### src/rtl/hbct_pkg.sv
// ---------------------------------------------------------------------------
// hbct_pkg: shared types and constants
// field widths, hash constants and the per-record flag bundle used by the
// coverage tracker and its modulo pipeline
// ---------------------------------------------------------------------------
`default_nettype none

package hbct_pkg;

  localparam int HASH_W    = 32;
  localparam int BYTE_W    = 8;
  localparam int FREQ_W    = 32;
  localparam int JUDG_W    = 8;
  localparam int OUT_W     = 8;

  // h*31 is built as (h << 5) - h
  localparam int HASH_SHIFT = 5;

  // bins marked per record
  localparam int SPREAD = 3;

  // judgment code that does not raise the negative flag
  localparam logic [JUDG_W-1:0] JUDG_EXEMPT = 8'd1;

  typedef struct packed {
    logic neg;
    logic pos;
  } rec_flags_t;

endpackage

`default_nettype wire

### src/rtl/hashed_bin_coverage_tracker.sv
// ---------------------------------------------------------------------------
// hashed_bin_coverage_tracker: hashed bin coverage with sticky flags
// hashes identifier bytes per record, marks consecutive bins on record close
// and reports bin base, active bin count and sticky neg/pos/full flags
// ---------------------------------------------------------------------------
//
//  channel | handshake             | payload
//  --------+-----------------------+------------------------------------------
//  in      | in_valid / in_stall   | id_byte, byte_present, last, freq, judgment
//  out     | out_valid / out_stall | bin_base, active_bins, neg_flag, pos_flag,
//          |                       | full_flag
//
//  one request per cycle sustained while out_stall stays low; the hash step
//  is a shift-subtract-add. a closing request passes stage a (hash captured),
//  stage b (32x33 reciprocal multiply), stage c (constant multiply and
//  remainder fix-up), then bin marking into the result register
//  reset is synchronous; it clears hash, all bin hit bits, count, flags and
//  pipeline valids at once, no clearing pass
//  out_stall holds the result; the pipeline keeps filling until its first
//  stage is blocked, and only then in_stall rises
// ---------------------------------------------------------------------------
`default_nettype none

module hashed_bin_coverage_tracker #(
  parameter int NUM_BINS = 254
) (
  input  wire logic                         clk,
  input  wire logic                         rst,
  // input channel
  input  wire logic                         in_valid,
  output logic                              in_stall,
  input  wire logic [hbct_pkg::BYTE_W-1:0]  id_byte,
  input  wire logic                         byte_present,
  input  wire logic                         last,
  input  wire logic [hbct_pkg::FREQ_W-1:0]  freq,
  input  wire logic [hbct_pkg::JUDG_W-1:0]  judgment,
  // result channel
  output logic                              out_valid,
  input  wire logic                         out_stall,
  output logic [hbct_pkg::OUT_W-1:0]        bin_base,
  output logic [hbct_pkg::OUT_W-1:0]        active_bins,
  output logic                              neg_flag,
  output logic                              pos_flag,
  output logic                              full_flag
);

  import hbct_pkg::*;

  localparam int IDX_W = $clog2(NUM_BINS);
  localparam int CNT_W = $clog2(NUM_BINS + 1);
  localparam logic [IDX_W:0] BINS_R = (IDX_W+1)'(NUM_BINS);
  localparam logic [CNT_W-1:0] BINS_C = CNT_W'(NUM_BINS);

  // running hash of the open record
  logic [HASH_W-1:0]   hash_acc;
  logic [HASH_W-1:0]   hash_step;
  logic [HASH_W-1:0]   hash_push;
  logic                in_accept;
  logic                push_valid;
  logic                mod_stall;
  rec_flags_t          push_flags;

  // modulo pipeline result
  logic                mod_valid;
  logic [IDX_W-1:0]    mod_rem;
  rec_flags_t          mod_flags;
  logic                take;

  // coverage state
  logic [NUM_BINS-1:0] bin_hit;
  logic [NUM_BINS-1:0] bin_hit_next;
  logic [CNT_W-1:0]    active_count;
  logic [CNT_W-1:0]    active_count_next;
  logic                neg_seen, pos_seen, full_seen;
  logic                neg_seen_next, pos_seen_next, full_seen_next;
  logic [IDX_W-1:0]    mark_idx [SPREAD];
  logic [SPREAD-1:0]   new_hit;
  logic [IDX_W-1:0]    base_reg;

  // ---- hashing -------------------------------------------------------------

  // h*31 + sign-extended byte, wrapping at 32 bits
  assign hash_step = (hash_acc << HASH_SHIFT) - hash_acc
                   + {{(HASH_W-BYTE_W){id_byte[BYTE_W-1]}}, id_byte};
  assign hash_push = byte_present ? hash_step : hash_acc;

  assign in_stall   = mod_stall;
  assign in_accept  = in_valid && !in_stall;
  // only closing requests travel on; the rest just fold into the hash
  assign push_valid = in_valid && last;
  assign push_flags = '{neg: (judgment != JUDG_EXEMPT), pos: (freq != '0)};

  always_ff @(posedge clk) begin
    if (rst) begin
      hash_acc <= '0;
    end else if (in_accept) begin
      if (last) begin
        hash_acc <= '0;
      end else if (byte_present) begin
        hash_acc <= hash_step;
      end
    end
  end

  // ---- h mod NUM_BINS ------------------------------------------------------

  hbct_binmod #(
    .NUM_BINS (NUM_BINS)
  ) u_binmod (
    .clk       (clk),
    .rst       (rst),
    .in_valid  (push_valid),
    .in_stall  (mod_stall),
    .in_hash   (hash_push),
    .in_flags  (push_flags),
    .out_valid (mod_valid),
    .out_take  (take),
    .out_rem   (mod_rem),
    .out_flags (mod_flags)
  );

  // ---- bin marking and flags -----------------------------------------------

  // result register is free, or being emptied this cycle
  assign take = mod_valid && (!out_valid || !out_stall);

  // consecutive bins from the base, wrapping around the bin count
  always_comb begin
    logic [IDX_W:0] sum;
    for (int k = 0; k < SPREAD; k++) begin
      sum = (IDX_W+1)'(mod_rem) + (IDX_W+1)'(k);
      if (sum >= BINS_R) begin
        sum = sum - BINS_R;
      end
      mark_idx[k] = sum[IDX_W-1:0];
      new_hit[k]  = !bin_hit[mark_idx[k]];
    end
  end

  // bins are distinct, so each newly hit one counts once
  always_comb begin
    bin_hit_next      = bin_hit;
    active_count_next = active_count;
    for (int k = 0; k < SPREAD; k++) begin
      bin_hit_next[mark_idx[k]] = 1'b1;
      active_count_next = active_count_next + CNT_W'(new_hit[k]);
    end
  end

  // full is judged after this record's flags and bins are in
  assign neg_seen_next  = neg_seen || mod_flags.neg;
  assign pos_seen_next  = pos_seen || mod_flags.pos;
  assign full_seen_next = full_seen
                       || (neg_seen_next && pos_seen_next
                           && (active_count_next >= BINS_C));

  always_ff @(posedge clk) begin
    if (rst) begin
      bin_hit      <= '0;
      active_count <= '0;
      neg_seen     <= 1'b0;
      pos_seen     <= 1'b0;
      full_seen    <= 1'b0;
      out_valid    <= 1'b0;
    end else begin
      if (take) begin
        bin_hit      <= bin_hit_next;
        active_count <= active_count_next;
        neg_seen     <= neg_seen_next;
        pos_seen     <= pos_seen_next;
        full_seen    <= full_seen_next;
        out_valid    <= 1'b1;
      end else if (!out_stall) begin
        out_valid    <= 1'b0;
      end
    end
  end

  always_ff @(posedge clk) begin
    if (take) begin
      base_reg <= mod_rem;
    end
  end

  // state only moves on take, so it doubles as the held result
  assign bin_base    = OUT_W'(base_reg);
  assign active_bins = OUT_W'(active_count);
  assign neg_flag    = neg_seen;
  assign pos_flag    = pos_seen;
  assign full_flag   = full_seen;

`ifndef SYNTHESIS
  // count tracks the hit bits exactly
  a_count_matches: assert property (@(posedge clk) disable iff (rst)
    $countones(bin_hit) == active_count)
    else $error("active count differs from hit bits");

  // full only with both flags up and every bin hit
  a_full_cond: assert property (@(posedge clk) disable iff (rst)
    full_seen |-> (neg_seen && pos_seen && active_count == BINS_C))
    else $error("full flag without its conditions");

  // the sticky full flag never drops outside reset
  a_full_sticky: assert property (@(posedge clk) disable iff (rst)
    full_seen |=> full_seen)
    else $error("full flag cleared");

  // a taken remainder always lands in the result register in range
  a_take_result: assert property (@(posedge clk) disable iff (rst)
    take |=> (out_valid && (IDX_W+1)'(base_reg) < BINS_R))
    else $error("result missing or bin base out of range");
`endif

endmodule

`default_nettype wire

### src/rtl/hbct_binmod.sv
// ---------------------------------------------------------------------------
// hbct_binmod: hash modulo bin count
// three-stage pipeline, reciprocal multiply, constant multiply and one
// corrective subtract; stages move independently so bubbles are squeezed out
// ---------------------------------------------------------------------------
`default_nettype none

module hbct_binmod #(
  parameter int NUM_BINS = 254
) (
  input  wire logic                              clk,
  input  wire logic                              rst,
  input  wire logic                              in_valid,
  output logic                                   in_stall,
  input  wire logic [hbct_pkg::HASH_W-1:0]       in_hash,
  input  wire hbct_pkg::rec_flags_t              in_flags,
  output logic                                   out_valid,
  input  wire logic                              out_take,
  output logic [$clog2(NUM_BINS)-1:0]            out_rem,
  output hbct_pkg::rec_flags_t                   out_flags
);

  import hbct_pkg::*;

  localparam int IDX_W   = $clog2(NUM_BINS);
  localparam int SHIFT   = HASH_W + IDX_W;
  localparam int RECIP_W = HASH_W + 1;
  localparam int PROD_W  = HASH_W + RECIP_W;
  localparam int QUOT_W  = PROD_W - SHIFT;
  localparam logic [63:0] RECIP_FULL = (64'd1 << SHIFT) / 64'(NUM_BINS);
  localparam logic [RECIP_W-1:0] RECIP = RECIP_W'(RECIP_FULL);
  localparam logic [IDX_W:0] BINS_R = (IDX_W+1)'(NUM_BINS);

  // stage a: hash captured
  logic              a_valid;
  logic [HASH_W-1:0] a_hash;
  rec_flags_t        a_flags;
  // stage b: quotient estimate, low by at most one
  logic              b_valid;
  logic [HASH_W-1:0] b_hash;
  logic [QUOT_W-1:0] b_quot;
  rec_flags_t        b_flags;
  // stage c: remainder
  logic              c_valid;
  logic [IDX_W-1:0]  c_rem;
  rec_flags_t        c_flags;

  logic              a_free, b_free, c_free;
  logic [PROD_W-1:0] prod;
  logic [HASH_W-1:0] quot_n;
  logic [IDX_W:0]    rem_raw;
  logic [IDX_W:0]    rem_fix;

  assign c_free = !c_valid || out_take;
  assign b_free = !b_valid || c_free;
  assign a_free = !a_valid || b_free;
  assign in_stall = !a_free;

  assign prod    = PROD_W'(a_hash) * PROD_W'(RECIP);
  assign quot_n  = HASH_W'(b_quot) * HASH_W'(NUM_BINS);
  assign rem_raw = (IDX_W+1)'(b_hash - quot_n);
  assign rem_fix = (rem_raw >= BINS_R) ? rem_raw - BINS_R : rem_raw;

  always_ff @(posedge clk) begin
    if (rst) begin
      a_valid <= 1'b0;
      b_valid <= 1'b0;
      c_valid <= 1'b0;
    end else begin
      if (a_free) begin
        a_valid <= in_valid;
      end
      if (b_free) begin
        b_valid <= a_valid;
      end
      if (c_free) begin
        c_valid <= b_valid;
      end
    end
  end

  always_ff @(posedge clk) begin
    if (a_free && in_valid) begin
      a_hash  <= in_hash;
      a_flags <= in_flags;
    end
    if (b_free && a_valid) begin
      b_hash  <= a_hash;
      b_quot  <= prod[PROD_W-1:SHIFT];
      b_flags <= a_flags;
    end
    if (c_free && b_valid) begin
      c_rem   <= rem_fix[IDX_W-1:0];
      c_flags <= b_flags;
    end
  end

  assign out_valid = c_valid;
  assign out_rem   = c_rem;
  assign out_flags = c_flags;

endmodule

`default_nettype wire
### config.mk
export PLATFORM = sky130hd
export DESIGN_NAME = hashed_bin_coverage_tracker
export DESIGN_NICKNAME = d
export VERILOG_FILES = /design/src/rtl/hbct_pkg.sv /design/src/rtl/hashed_bin_coverage_tracker.sv /design/src/rtl/hbct_binmod.sv
export SDC_FILE = /design/constraint.sdc
export NUM_CORES = 2
export LEC_CHECK = 0
export ABC_AREA = 0
export BUFFER_PORTS_ARGS = -buffer_cell sky130_fd_sc_hd__buf_2
export CAP_MARGIN = 5
export CORE_MARGIN = 3
export CORE_UTILIZATION = 55
export DETAILED_ROUTE_END_ITERATION = 6
export HOLD_SLACK_MARGIN = 0.05
export PLACE_DENSITY = 0.71
export SYNTH_ARGS = -nofsm -noshare
export SYNTH_HDL_FRONTEND = slang
export SYNTH_HIERARCHICAL = 1
export SYNTH_SLANG_ARGS = --single-unit
### constraint.sdc
create_clock -name clk -period 13.4 [get_ports clk]
set_input_delay 0.67 -clock clk [delete_from_list [all_inputs] [get_ports clk]]
set_output_delay 0.67 -clock clk [all_outputs]
set_load 0.02 [all_outputs]
==> results.json <==
{
  "status": "finished with violations",
  "violations": "capacitance limit",
  "insertion_delay_ns": 0.61,
  "wirelength_mm": 124,
  "slew_violations": 0,
  "dieArea_um2": 59700,
  "placed_cell_area_um2": 32400,
  "worstPathArrival_ns": 8.71,
  "synth_common_cells": "406 x a21oi_1, 369 x nand2_1, 328 x nor2_1",
  "pre_cts_slack_ns": 5.74,
  "fin_crit_sh": 0.613,
  "syn_area_um2": 31200,
  "finalSetupViolations": 0,
  "cts_hold_buf": 0,
  "seq_power_share": 0.139,
  "grt_pass1_wl_mm": 186,
  "cap_violations": 1,
  "hold_path.startpoint": "out_stall",
  "synth-seq-cells": 372,
  "cp_max_fo": 48,
  "ys_seq_area_frac": 0.261,
  "synth.most_common_cell": "a21oi_1",
  "total_power_uw": 10700,
  "swShare": 0.528,
  "synth_fp_nets": 4009,
  "clkSinkCount": 372,
  "stdcell_count": 4421,
  "clock_path_buffers": 3,
  "core-area_um2": 55600,
  "r2r_slack_ns": 5.18,
  "grtUsageTotal": 0.407,
  "fp-row-count": 86,
  "setup_slack_ns": 5.18,
  "viasPerCell": 7.17,
  "peakVddDrop_mv": 1.22,
  "worst_hold_path_type": "input pin to register",
  "grt_max_degree": 124,
  "numCtsBuffers": 45,
  "die_y_um": 244,
  "routedWlPerCell_um": 28.1,
  "clock_skew_ns": 0.0274,
  "synth_flop_cell": "dfxtp_1",
  "power_density_nw_per_um2": 314,
  "required_ns": 13.89,
  "synth.area.top_cells": "dfxtp_1 19%, mux4_2 7.8%, ha_1 7.1%",
  "grt.overflow.total": 0,
  "gp_congestion": 1.06,
  "synth_edf_count": 71,
  "period_needed_ns": 8.22,
  "start_util": 0.561,
  "worst_r2r_startpoint": "u_binmod/out_rem[1]",
  "worst_pin_slew_ns": 1.48,
  "timing.fmax_ghz": 0.122,
  "nets": 3958,
  "r2r_end": "active_bins[6]",
  "dr.pass1.iters": 7,
  "chipWidth_um": 244,
  "final_layout_size_suffix_gt1_frac": 0.125,
  "antenna_found_initial": 11,
  "io_pins": 75,
  "postRouteAntennaNets": 0,
  "tns_ns": 0,
  "clockRootBuffer": "clkbuf_16",
  "rsz0062_at_grt": "false",
  "cts_tree": "built",
  "place_hpwl_mm": 80.7,
  "drtIter0Drc": 5276,
  "portBuffers": 74,
  "htreeDepth": 2,
  "worst-r2r-cell-count": 24,
  "avgSynthCellArea_um2": 8.46,
  "cts_setup_buffers": 0,
  "synth_top_area_frac": 0.193,
  "postLayoutCellArea_um2": 34000,
  "synthCells": 3690,
  "cts_resized": 0,
  "ys_types": 101,
  "hold_viol": 0,
  "hold_depth": 3,
  "worstSetupPathType": "register to register",
  "ys_async_sr_fraction": 0,
  "min_to": "out_valid",
  "p_int_uw": 5040,
  "switchingPower_uw": 5630,
  "p_clk_frac": 0.129,
  "p_leak_uw": 0.0124,
  "grt_pass1_vias": 29495,
  "yosysWarnings": 6,
  "cp-start-kind": "register",
  "vias": 31682,
  "placedCellCount": 4339,
  "yosysTopAreaCell": "dfxtp_1",
  "areaGrowthSynthToFinish_pct": 8.90,
  "maxSlewHeadroom": 0.00863,
  "drcViolationCount": 0,
  "end_kind": "register",
  "combPwrFrac": 0.732,
  "clkTransAtPathRegs_ns": 0.06
}
==> flip-flops by register name (all words and copies together) (netlist names), 2 cells and up <==
register and flops:
u_binmod/b_quot 8, u_binmod/a_flags 2, bin_base 8, active_bins 8, u_binmod/out_flags 2, u_binmod/b_hash 9, u_binmod/b_flags 2, u_binmod/a_hash 32
bin_hit 254, u_binmod/out_rem 8, hash_acc 32
==> metrics by stage <==
| step | hold WS (ns) | utilization |
|---|---|---|
| after CTS | 0.312 | 0.611 |
| after detailed placement | 0.417 | 0.582 |
| after floorplan | 0.400 | - |
| after global routing | 0.332 | 0.611 |
| final | 0.306 | 0.611 |
| after global placement | 0.404 | 0.582 |
==> layer usage <==
layer  vias to the layer above  wire length (um)  share of wire  track usage
met1                     14907             44700           0.36        0.514
met2                      2502             50500           0.41        0.590
met3                       730             18400           0.15        0.149
met4                        12             10500          0.085        0.256
met5                         -                81        0.00065            0
li1                      13531                 -              -            -
==> cells by family (layout without fill, tap and decap cells) <==
family,after synthesis,after routing,share of synthesized area
other,0,1,0
AOI/OAI and AO/OA,1157,1157,0.248
buffers and inverters,538,520,0.0695
xor gates and xnor gates,86,86,0.0263
DFF,372,372,0.261
muxes,238,238,0.120
and+or+nand+nor,1034,1034,0.147
adders and majority gates,265,265,0.127
==> power groups by stage <==
stage / registers, uW / logic (uW) / clock network (uW)
finish: 1480 / 7800 / 1380
floorplan: 1440 / 5380 / 0
global placement: 1500 / 7400 / 0
detailed placement: 1500 / 7450 / 0
CTS: 1480 / 7510 / 1360
global route: 1490 / 8360 / 1410
==> critical path, stage by stage (launching register included) <==
cell	delay (ns)
edfxtp_1	0.76
inv_1	0.32
ha_1	0.52
nor2b_1	0.20
nor2_1	0.08
a2111oi_4	0.58
a2bb2oi_4	0.08
buf_4	0.41
nor2_2	0.52
buf_4	0.38
a221o_1	0.20
a211oi_1	0.05
o31a_1	0.41
nor4bb_1	0.44
o2111ai_1	0.20
a2111oi_2	0.94
fa_1	0.55
inv_1	0.07
ha_1	0.16
inv_1	0.06
fa_1	0.44
nor3b_1	0.34
nand3_1	0.14
xor2_1	0.15
nor2_1	0.05
==> placed cells by master, fill, tap and decap left out, drive strengths merged, types with 30 or more instances in the layout <==
| cell | instances |
|---|---|
| a221oi | 131 |
| dfxtp | 301 |
| nor4 | 30 |
| nand2b | 35 |
| buf | 169 |
| nor3 | 142 |
| a221o | 124 |
| ha | 177 |
| o22ai | 61 |
| clkbuf | 51 |
| xnor2 | 61 |
| fa | 88 |
| nand3 | 32 |
| mux2i | 115 |
| a22oi | 36 |
| edfxtp | 71 |
| nand2 | 369 |
| inv | 272 |
| a21oi | 407 |
| nor2 | 329 |
| mux4 | 108 |
| o21ai | 210 |
==> worst max-delay path by stage <==
stage / from / to / slack [ns] / cells after the start
2_1_floorplan: u_binmod/out_rem[0] / active_bins[6] / 7.75 / 26
3_3_place_gp: u_binmod/out_rem[1] / active_bins[6] / 5.87 / 24
3_5_place_dp: u_binmod/out_rem[1] / active_bins[6] / 5.74 / 24
4_1_cts: u_binmod/out_rem[1] / active_bins[6] / 5.74 / 24
5_1_grt: u_binmod/out_rem[1] / active_bins[6] / 4.95 / 24
6_report: u_binmod/out_rem[1] / active_bins[6] / 5.18 / 24
==> area by class of cell <==
class	count	area, um^2
repair buffers	169	1110
well taps	748	936
clock inverters	29	449
diodes	1	2.50
multi-input cells	2780	21100
inverters	271	1020
fillers	4876	21600
clock buffers	51	1170
flip-flops and latches	372	8160
(Power assumes the default switching activity.)
